--- config.mk ---
export PLATFORM = sky130hd
export DESIGN_NAME = modbus_reply_frame_check
export DESIGN_NICKNAME = d
export VERILOG_FILES = /design/src/rtl/mrfc_pkg.sv /design/src/rtl/mrfc_in_stage.sv /design/src/rtl/mrfc_frame_eval.sv /design/src/rtl/modbus_reply_frame_check.sv
export SDC_FILE = /design/constraint.sdc
export NUM_CORES = 1
export LEC_CHECK = 0
export BUFFER_PORTS_ARGS = -buffer_cell sky130_fd_sc_hd__buf_2
export CAP_MARGIN = 40
export CORE_MARGIN = 1.5
export CORE_UTILIZATION = 52
export CTS_CLUSTER_DIAMETER = 80
export DETAILED_ROUTE_END_ITERATION = 12
export GPL_TIMING_DRIVEN = 0
export HOLD_SLACK_MARGIN = 0.06
export PLACE_DENSITY = 0.72
export SLEW_MARGIN = 20
export SYNTH_ARGS = -nofsm -noshare
export SYNTH_HDL_FRONTEND = slang
export SYNTH_SLANG_ARGS = --single-unit
--- constraint.sdc ---
create_clock -name clk -period 3.55 [get_ports clk]
set_input_delay 0.355 -clock clk [delete_from_list [all_inputs] [get_ports clk]]
set_output_delay 0.355 -clock clk [all_outputs]
set_load 0.01 [all_outputs]
--- src/rtl/mrfc_pkg.sv ---
// package for the modbus reply frame checker: constants, types and the crc byte step
// no dependencies
package mrfc_pkg;

  // longest frame that is counted; later bytes are dropped
  localparam int MAX_FRAME = 1024;
  localparam int CNT_W     = $clog2(MAX_FRAME + 1);
  localparam int PLEN_W    = 10;

  localparam logic [15:0] CRC_POLY  = 16'hA001;
  localparam logic [15:0] CRC_INIT  = 16'hFFFF;
  localparam logic [7:0]  EXC_BIT   = 8'h80;
  localparam logic [7:0]  ADDR_RST  = 8'h01;
  localparam logic [CNT_W-1:0] MIN_FRAME = CNT_W'(5);

  typedef enum logic [1:0] {
    ST_OK        = 2'd0,
    ST_MALFORMED = 2'd1,
    ST_CRC_ERR   = 2'd2
  } status_t;

  // one frame byte as held in the input register
  typedef struct packed {
    logic [7:0] rx_byte;
    logic       last;
  } item_t;

  // one verdict
  typedef struct packed {
    status_t           frame_status;
    logic [PLEN_W-1:0] payload_length;
  } result_t;

  // fold one byte into the reflected crc-16
  function automatic logic [15:0] crc_fold(input logic [15:0] crc, input logic [7:0] b);
    logic [15:0] c;
    c = crc ^ {8'h00, b};
    for (int k = 0; k < 8; k++) begin
      if (c[0]) begin
        c = (c >> 1) ^ CRC_POLY;
      end else begin
        c = c >> 1;
      end
    end
    return c;
  endfunction

endpackage

--- src/rtl/mrfc_in_stage.sv ---
// input register of the frame checker: one byte transaction held until the evaluator takes it
// depends on mrfc_pkg
module mrfc_in_stage (
  input  logic           clk,
  input  logic           rst_n,
  input  logic           in_tvalid,
  output logic           in_tready,
  input  logic [7:0]     in_tdata,   // [7:0] rx_byte
  input  logic           in_tlast,   // last byte of the frame
  output logic           item_vld,
  output mrfc_pkg::item_t item,
  input  logic           item_rdy
);

  logic            vld_r, vld_nxt;
  mrfc_pkg::item_t item_r;
  logic            load;

  // take a new byte when empty or when the held one moves on
  assign in_tready = !vld_r || item_rdy;
  assign load      = in_tvalid && in_tready;

  always_comb begin
    vld_nxt = vld_r;
    if (load) begin
      vld_nxt = 1'b1;
    end else if (vld_r && item_rdy) begin
      vld_nxt = 1'b0;
    end
  end

  always_ff @(posedge clk) begin
    if (!rst_n) begin
      vld_r <= 1'b0;
    end else begin
      vld_r <= vld_nxt;
    end
  end

  // payload register, no reset
  always_ff @(posedge clk) begin
    if (load) begin
      item_r.rx_byte <= in_tdata;
      item_r.last    <= in_tlast;
    end
  end

  assign item_vld = vld_r;
  assign item     = item_r;

endmodule

--- src/rtl/mrfc_frame_eval.sv ---
// frame state (crc, held checksum bytes, count, flags) and the result register
// depends on mrfc_pkg
module mrfc_frame_eval (
  input  logic                 clk,
  input  logic                 rst_n,
  input  logic [7:0]           expected_addr,
  input  logic                 item_vld,
  input  mrfc_pkg::item_t      item,
  output logic                 item_rdy,
  output logic                 res_vld,
  output mrfc_pkg::result_t    res,
  input  logic                 res_rdy
);

  logic [15:0]                crc_r, crc_nxt;
  logic [7:0]                 held0_r, held0_nxt;
  logic [7:0]                 held1_r, held1_nxt;
  logic [mrfc_pkg::CNT_W-1:0] cnt_r, cnt_nxt;
  logic                       addr_bad_r, addr_bad_nxt;
  logic                       exc_r, exc_nxt;
  logic                       res_vld_r, res_vld_nxt;
  mrfc_pkg::result_t          res_r, res_nxt;
  logic                       out_free;
  logic                       take;
  logic [15:0]                rx_crc;
  logic [mrfc_pkg::CNT_W-1:0] plen_full;

  // a middle byte never waits; a last byte needs a free result register
  assign out_free = !res_vld_r || res_rdy;
  assign item_rdy = !item.last || out_free;
  assign take     = item_vld && item_rdy;

  always_comb begin
    crc_nxt      = crc_r;
    held0_nxt    = held0_r;
    held1_nxt    = held1_r;
    cnt_nxt      = cnt_r;
    addr_bad_nxt = addr_bad_r;
    exc_nxt      = exc_r;
    res_vld_nxt  = res_vld_r && !res_rdy;
    res_nxt      = res_r;
    rx_crc       = 16'h0000;
    plen_full    = '0;
    if (take) begin
      // bytes past the buffer size are dropped
      if (cnt_r < mrfc_pkg::CNT_W'(mrfc_pkg::MAX_FRAME)) begin
        if (cnt_r == '0 && item.rx_byte != expected_addr) begin
          addr_bad_nxt = 1'b1;
        end
        if (cnt_r == mrfc_pkg::CNT_W'(1) && (item.rx_byte & mrfc_pkg::EXC_BIT) != 8'h00) begin
          exc_nxt = 1'b1;
        end
        if (cnt_r >= mrfc_pkg::CNT_W'(2)) begin
          crc_nxt = mrfc_pkg::crc_fold(crc_r, held0_r);
        end
        held0_nxt = held1_r;
        held1_nxt = item.rx_byte;
        cnt_nxt   = cnt_r + mrfc_pkg::CNT_W'(1);
      end
      // verdict on the final byte, then back to reset state
      if (item.last) begin
        rx_crc    = {held1_nxt, held0_nxt};
        plen_full = cnt_nxt - mrfc_pkg::MIN_FRAME;
        res_vld_nxt = 1'b1;
        res_nxt.payload_length = '0;
        if (cnt_nxt < mrfc_pkg::MIN_FRAME || addr_bad_nxt || exc_nxt) begin
          res_nxt.frame_status = mrfc_pkg::ST_MALFORMED;
        end else if (rx_crc != crc_nxt) begin
          res_nxt.frame_status = mrfc_pkg::ST_CRC_ERR;
        end else begin
          res_nxt.frame_status   = mrfc_pkg::ST_OK;
          res_nxt.payload_length = mrfc_pkg::PLEN_W'(plen_full);
        end
        crc_nxt      = mrfc_pkg::CRC_INIT;
        held0_nxt    = 8'h00;
        held1_nxt    = 8'h00;
        cnt_nxt      = '0;
        addr_bad_nxt = 1'b0;
        exc_nxt      = 1'b0;
      end
    end
  end

  // frame state and result valid
  always_ff @(posedge clk) begin
    if (!rst_n) begin
      crc_r      <= mrfc_pkg::CRC_INIT;
      held0_r    <= 8'h00;
      held1_r    <= 8'h00;
      cnt_r      <= '0;
      addr_bad_r <= 1'b0;
      exc_r      <= 1'b0;
      res_vld_r  <= 1'b0;
    end else begin
      crc_r      <= crc_nxt;
      held0_r    <= held0_nxt;
      held1_r    <= held1_nxt;
      cnt_r      <= cnt_nxt;
      addr_bad_r <= addr_bad_nxt;
      exc_r      <= exc_nxt;
      res_vld_r  <= res_vld_nxt;
    end
  end

  // result payload, no reset
  always_ff @(posedge clk) begin
    res_r <= res_nxt;
  end

  assign res_vld = res_vld_r;
  assign res     = res_r;

endmodule

--- src/rtl/modbus_reply_frame_check.sv ---
// top level of the modbus rtu reply frame checker
// depends on mrfc_pkg, mrfc_in_stage and mrfc_frame_eval
//
// Usage:
//   in_*  : one received frame byte per transaction, in_tlast on the final byte.
//   out_* : one verdict per frame, issued for the final byte only.
//   cfg_* : writes the expected slave address (reset value 1); always ready;
//           the user must write it only while no frame is in flight (not enforced).
// Flow: the final byte's transaction loads the input register, then the
//   verdict is loaded into the result register and shows on out_tvalid.
// Throughput: one byte per cycle unless a final byte waits on a pending verdict; the byte-wide crc
//   step and the checks are combinational between the input register and the result register.
// Reset (rst_n low, synchronous): crc back to 0xFFFF, count and flags
//   cleared, no verdict pending, address register back to 1.
// Stall: while a verdict waits on out_tready, middle bytes of the next frame
//   are still taken; a final byte waits in the input register until the
//   verdict is taken.
module modbus_reply_frame_check (
  input  logic        clk,
  input  logic        rst_n,
  input  logic        in_tvalid,
  output logic        in_tready,
  input  logic [7:0]  in_tdata,   // [7:0] rx_byte
  input  logic        in_tlast,   // final byte of the frame
  output logic        out_tvalid,
  input  logic        out_tready,
  output logic [15:0] out_tdata,  // [1:0] frame_status, [11:2] payload_length, [15:12] zero
  input  logic        cfg_valid,
  output logic        cfg_ready,
  input  logic [7:0]  cfg_data
);

  logic              item_vld;
  mrfc_pkg::item_t   item;
  logic              item_rdy;
  logic              res_vld;
  mrfc_pkg::result_t res;
  logic [7:0]        addr_r, addr_nxt;

  // expected address register
  assign cfg_ready = 1'b1;
  assign addr_nxt  = (cfg_valid && cfg_ready) ? cfg_data : addr_r;

  always_ff @(posedge clk) begin
    if (!rst_n) begin
      addr_r <= mrfc_pkg::ADDR_RST;
    end else begin
      addr_r <= addr_nxt;
    end
  end

  mrfc_in_stage u_in (
    .clk       (clk),
    .rst_n     (rst_n),
    .in_tvalid (in_tvalid),
    .in_tready (in_tready),
    .in_tdata  (in_tdata),
    .in_tlast  (in_tlast),
    .item_vld  (item_vld),
    .item      (item),
    .item_rdy  (item_rdy)
  );

  mrfc_frame_eval u_eval (
    .clk           (clk),
    .rst_n         (rst_n),
    .expected_addr (addr_r),
    .item_vld      (item_vld),
    .item          (item),
    .item_rdy      (item_rdy),
    .res_vld       (res_vld),
    .res           (res),
    .res_rdy       (out_tready)
  );

  // pack the verdict
  assign out_tvalid = res_vld;
  assign out_tdata  = {4'h0, res.payload_length, res.frame_status};

endmodule

# Yosys cells after proc, flatten, opt, wreduce, memory -nomap -nowiden
# Cells that the tools add are included.
[op_classes] add_sub_neg=2 order_cmp=3 eq_ne=3 mux=55 bitwise_logic=9 n_reduce_logical=18
[op_table] operator="two-way mux 16 bit" count=33
[op_table] operator="two-way mux 8 bit" count=6
[op_table] operator="two-way mux 11 bit" count=3
[op_table] operator="NOT 2 -> 3 bit" count=8
[op_table] operator="!= test 16 bit" count=1
[op_table] operator="bitwise XOR 16 x 8 -> 16 bit" count=1
[op_table] operator="two-way mux 1 bit" count=12
[op_table] operator="adder 11 x 1 -> 11 bit (second input constant)" count=1
[op_table] operator="equality test 11 x 1 -> 1 bit (second input constant)" count=1
[op_table] operator=">= comparator 11 x 2 -> 1 bit (second input constant)" count=1
[op_table] operator="zero test 11 bit" count=1
[op_table] operator="less-than comparator 11 bit (second input constant)" count=1
[op_table] operator="less-than comparator 11 x 3 -> 1 bit (second input constant)" count=1
[op_table] operator="subtractor 10 x 3 -> 10 bit (second input constant)" count=1
[op_table] operator="!= test 8 bit" count=1
[op_table] operator="logical AND 1 bit" count=5
[op_table] operator="logical OR 1 bit" count=5
[op_table] operator="zero test 1 bit" count=4
[op_table] operator="two-way mux 2 bit" count=1
[op_table] operator="AND reduction 2 bit" count=1
[op_table] operator="nonzero test 2 bit" count=1
[op_table] operator="OR reduction 2 bit" count=1
[totals] regBits=76 inputBits=22 wordCells=103

# Longest topological paths before layout
[depth] ltp_word=43 depth_mapped=10 depth_no_buf=10

# By module
# From an unflattened synthesis, not the netlist that was laid out.
[hier_totals] hier_cells=428 area_unflattened_um2=4340.4
[modules_own_cells] mod="mrfc_frame_eval" n_inst=1 cells_per_inst=382 area_each_um2=3668.5 seq_area_each_um2=1281.2
[modules_own_cells] mod="modbus_reply_frame_check" n_inst=1 cells_per_inst=32 area_each_um2=344.1 seq_area_each_um2=160.2
[modules_own_cells] mod="mrfc_in_stage" n_inst=1 cells_per_inst=14 area_each_um2=327.8 seq_area_each_um2=290.3

# Worst setup path before layout
# OpenSTA, ideal clock, no wires.
[synth_path] path_type="reg-to-reg" start="register u_eval.cnt_r[2] in the netlist's numbering" end="register u_eval.res_r, in the netlist u_eval.res[0] (data pin)" setup_time_ns=0.161 arrival_ns=2.380 setup_slack_ns=1.010 path_stages_with_launch=10 period_less_slack_ns=2.540 path_cell_list="dfxtp_1 > buf_2 > nor4_1 > a31oi_2 > mux2i_1 > xnor2_1 > nand4_1 > nor4_1 > nand2_1 > nor3b_1"
[synth_between] elab_chain_cells=8
[synth_rtl] element="start, declared" line="mrfc_frame_eval.sv:18" source="logic [mrfc_pkg::CNT_W-1:0] cnt_r, cnt_nxt;"
[synth_rtl] element="start signal, assigned" line="mrfc_frame_eval.sv:98" source="cnt_r <= cnt_nxt;"
[synth_rtl] element="parallel branches: the longest is 8 deep, another holds adder 11 x 1 -> 11 bit"
[synth_rtl] element="end signal, assigned" line="mrfc_frame_eval.sv:107" source="res_r <= res_nxt;"
[synth_rtl] element="end, declared" line="mrfc_frame_eval.sv:22" source="mrfc_pkg::result_t res_r, res_nxt;"
# Several ways; the timed one is not identified. The select of a mux whose other input is x is not followed.
# A chain may end at the register's enable or synchronous reset.

# Final worst setup path
[layout_path] start="register u_eval.cnt_r[0] in the netlist's numbering" end="register u_eval.res_r, in the netlist u_eval.res[6] (data pin)"
# The elaborated chain is that of the path after synthesis.

==> impl_metrics.env <==
export IMPL_drive_gt1_share_pct=15.4
export IMPL_path_class="reg -> reg"
export IMPL_hpwl_um=6490
export IMPL_ant_nets=0
export IMPL_crit_path_end_kind="flop"
export IMPL_grt_pass1_vias=2934
export IMPL_fin_crit_sh_pct=88.4
export IMPL_grt_overflow_total=0
export IMPL_switchingPower_uw=417
export IMPL_drt_pass1_iter_count=4
export IMPL_viasPerCell=5.34
export IMPL_cts_tree="yes"
export IMPL_ys_seq_elements=76
export IMPL_seq_power_share_pct=52.1
export IMPL_hold_viol=0
export IMPL_die_area_mm2=0.00842
export IMPL_synth_area_leaders="dfxtp_1, edfxtp_1, mux2i_1, xnor2_1, xor2_1"
export IMPL_initial_utilization_pct=53.3
export IMPL_required_ns=3.72
export IMPL_synthCells=407
export IMPL_clk_pin_slew_worst_paths_ns=0.08
export IMPL_cp_max_fo=10
export IMPL_power_leakage_nw=1.77
export IMPL_intPower_mw=1.36
export IMPL_relSlewSlack_pct=56.0
export IMPL_worst_pin_slew_ns=0.655
export IMPL_gp_congestion=0.848
export IMPL_crit_start="u_eval.cnt_r[0]"
export IMPL_route_detailed_wl_per_inst_um=15.6
export IMPL_n_antenna_cell=0
export IMPL_syn_area_mm2=0.00410
export IMPL_min_from="in_tdata[6]"
export IMPL_final_cell_mix="dfxtp_1, mux2i_1, nor2b_1, buf_2, xnor2_1"
export IMPL_clk_latency_ns=0.35
export IMPL_cts_resized=0
export IMPL_vdd_drop_max_mv=0.224
export IMPL_numCtsBuffers=9
export IMPL_maxSlewViolCount=0
export IMPL_cts_root_buf="clkbuf_8"
export IMPL_fin_worst_skew_ns=0.00993
export IMPL_r2r_slack_ns=0.41
export IMPL_totalWireLength_um=8780
export IMPL_rows=32
export IMPL_fin_crit_ns=3.14
export IMPL_path_buf_inv=1
export IMPL_finalSetupViolCount=0
export IMPL_path_cells="inv_1 -> ha_1 -> nor2_1 -> a31oi_2 -> mux2i_1 -> xnor2_1 -> nand4_1 -> nor4_1 -> nand2_1 -> nor3_1"
export IMPL_power_mw=1.78
export IMPL_ys_warnings_count=0
export IMPL_cts_num_sinks=76
export IMPL_finalSetupTns_ns=0
export IMPL_rsz0062_at_grt="no"
export IMPL_post_cts_buffers=0
export IMPL_synth_top_area_share_pct=26.9
export IMPL_cpPeakStageDelay_ns=0.58
export IMPL_die_y_um=91.7
export IMPL_ys_async_sr_fraction_pct=0
export IMPL_ios=41
export IMPL_worstSetupStartpointType="flop"
export IMPL_grt_pass1_wl_um=14400
export IMPL_core_mm2=0.00769
export IMPL_outcome="finished clean"
export IMPL_synth_distinct_cells=45
export IMPL_sw_frac_of_total_pct=23.4
export IMPL_synth_area_leader_cell="dfxtp_1"
export IMPL_h_tree_depth=3
export IMPL_clock_path_buffers=2
export IMPL_arrival_ns=3.31
export IMPL_max_cap_violations=0
export IMPL_grt_max_degree=15
export IMPL_drcViolationCount=0
export IMPL_syn_area_per_cell_um2=10.1
export IMPL_synth_edf_count=21
export IMPL_r2r_start="u_eval.cnt_r[0]"
export IMPL_power_density_mw_per_mm2=384
export IMPL_worstHoldPathType="in -> reg"
export IMPL_pwr_share_comb_pct=7.4
export IMPL_die_x_um=91.7
export IMPL_crit_slowest_cell="a31oi_2"
export IMPL_final_common_cell="dfxtp_1"
export IMPL_nets=482
export IMPL_syn2layout_area_growth_pct=13.1
export IMPL_grtUsageTotal_pct=22.1
export IMPL_synth_ff_type="dfxtp_1"
export IMPL_crit_family="simple AND/OR/NAND/NOR gates"
export IMPL_ys_seq_area_share_pct=42.3
export IMPL_vias=3003
export IMPL_io_buffers=33
export IMPL_drt_first_iter_violations=140
export IMPL_postCtsHoldBufs=0
export IMPL_antenna_found_initial=0
export IMPL_p_clk_share_pct=40.5
export IMPL_max_freq_ghz=0.319
## kinds of logic after synthesis
group           synth area share [%]
xor+xnor                        16.0
other cells                    0.183
compound gates                  9.07
fa+ha+maj                       1.53
simple gates                    17.8
flops                           42.3
mux                             9.29
buf+inv                         3.85
## cells in the mapped netlist, types with 2 or more instances
cell type / count
a31o_2: 2
clkbuf_1: 14
o211ai_1: 5
nor2b_1: 37
o211a_1: 2
nand4b_1: 2
and3_1: 3
nand4_1: 3
a31oi_1: 4
nand2_1: 25
ha_1: 5
inv_1: 5
and2_1: 3
a21boi_0: 2
dfxtp_1: 55
nand3_1: 12
nor3_1: 25
nor4_1: 5
xor2_1: 31
mux2i_1: 38
xnor2_1: 36
conb_1: 2
buf_4: 5
buf_6: 3
edfxtp_1: 21
nor2_1: 11
buf_2: 3
o21ai_0: 5
nor3b_1: 2
a21oi_1: 11
a22oi_1: 15
and3_2: 2
## layer usage
layer	up-vias	wire length (µm)	global-route usage, %	share of wire (%)
met3	7	471	6.55	5.4
met4	0	77	6.28	0.88
met1	1402	4140	29.7	47
met2	78	4090	34.7	47
li1	1516	-	-	-
met5	-	0	0	0
## flip-flops by register name, indices dropped and copies added, names as in the netlist
signal / flops
u_in.item_vld: 1
u_eval.crc_r: 16
u_eval.held0_r: 8
u_eval.held1_r: 8
u_eval.res_vld: 1
u_eval.cnt_r: 11
u_eval.res: 12
u_eval.exc_r: 1
u_in.item: 9
u_eval.addr_bad_r: 1
addr_r: 8
## power groups by stage
| stage | Combinational [mW] | Sequential, mW | Clock [mW] |
|---|---|---|---|
| floorplan | 0.0938 | 0.944 | 0 |
| global placement | 0.129 | 0.947 | 0 |
| detailed placement | 0.131 | 0.948 | 0 |
| CTS | 0.132 | 0.928 | 0.731 |
| global route | 0.146 | 0.930 | 0.780 |
| finish | 0.132 | 0.928 | 0.721 |
## worst paths after layout
kind	end	depth (start not counted)
max	u_eval.res[6]	10
min	u_in.item[7]	1
max reg2reg	u_eval.res[6]	10
min reg2reg	u_eval.crc_r[8]	2
## area by class of cell
| type | instances | area (µm²) |
|---|---|---|
| fill | 684 | 3050 |
| multi-input combinational | 304 | 2230 |
| sequential | 76 | 1730 |
| timing repair buffer | 34 | 170 |
| buffer | 25 | 139 |
| clock buffer | 10 | 128 |
| tap | 102 | 128 |
| clock inverter | 6 | 88.8 |
| inverter | 5 | 18.8 |
## through the flow
| step | area, µm² | std cells | setup WS, ns | hold WS (ns) | util, % |
|---|---|---|---|---|---|
| 2_1_floorplan | 4110 | 410 | 1.01 | 0.454 | - |
| 3_3_place_gp | 4400 | 545 | 0.385 | 0.484 | 57.2 |
| 3_5_place_dp | 4400 | 546 | 0.207 | 0.483 | 57.3 |
| 4_1_cts | 4620 | 562 | 0.185 | 0.174 | 60.1 |
| 5_1_grt | 4630 | 562 | 0.0627 | 0.152 | 60.3 |
| 6_report | 4630 | 562 | 0.411 | 0.183 | 60.3 |
## worst register-to-register path, cell delays in order, from the launching register on
cell,delay [ns]
dfxtp_1,0.39
inv_1,0.14
ha_1,0.16
nor2_1,0.06
a31oi_2,0.58
mux2i_1,0.29
xnor2_1,0.15
nand4_1,0.11
nor4_1,0.47
nand2_1,0.32
nor3_1,0.31
No activity file was read; power rests on OpenSTA's default activity.
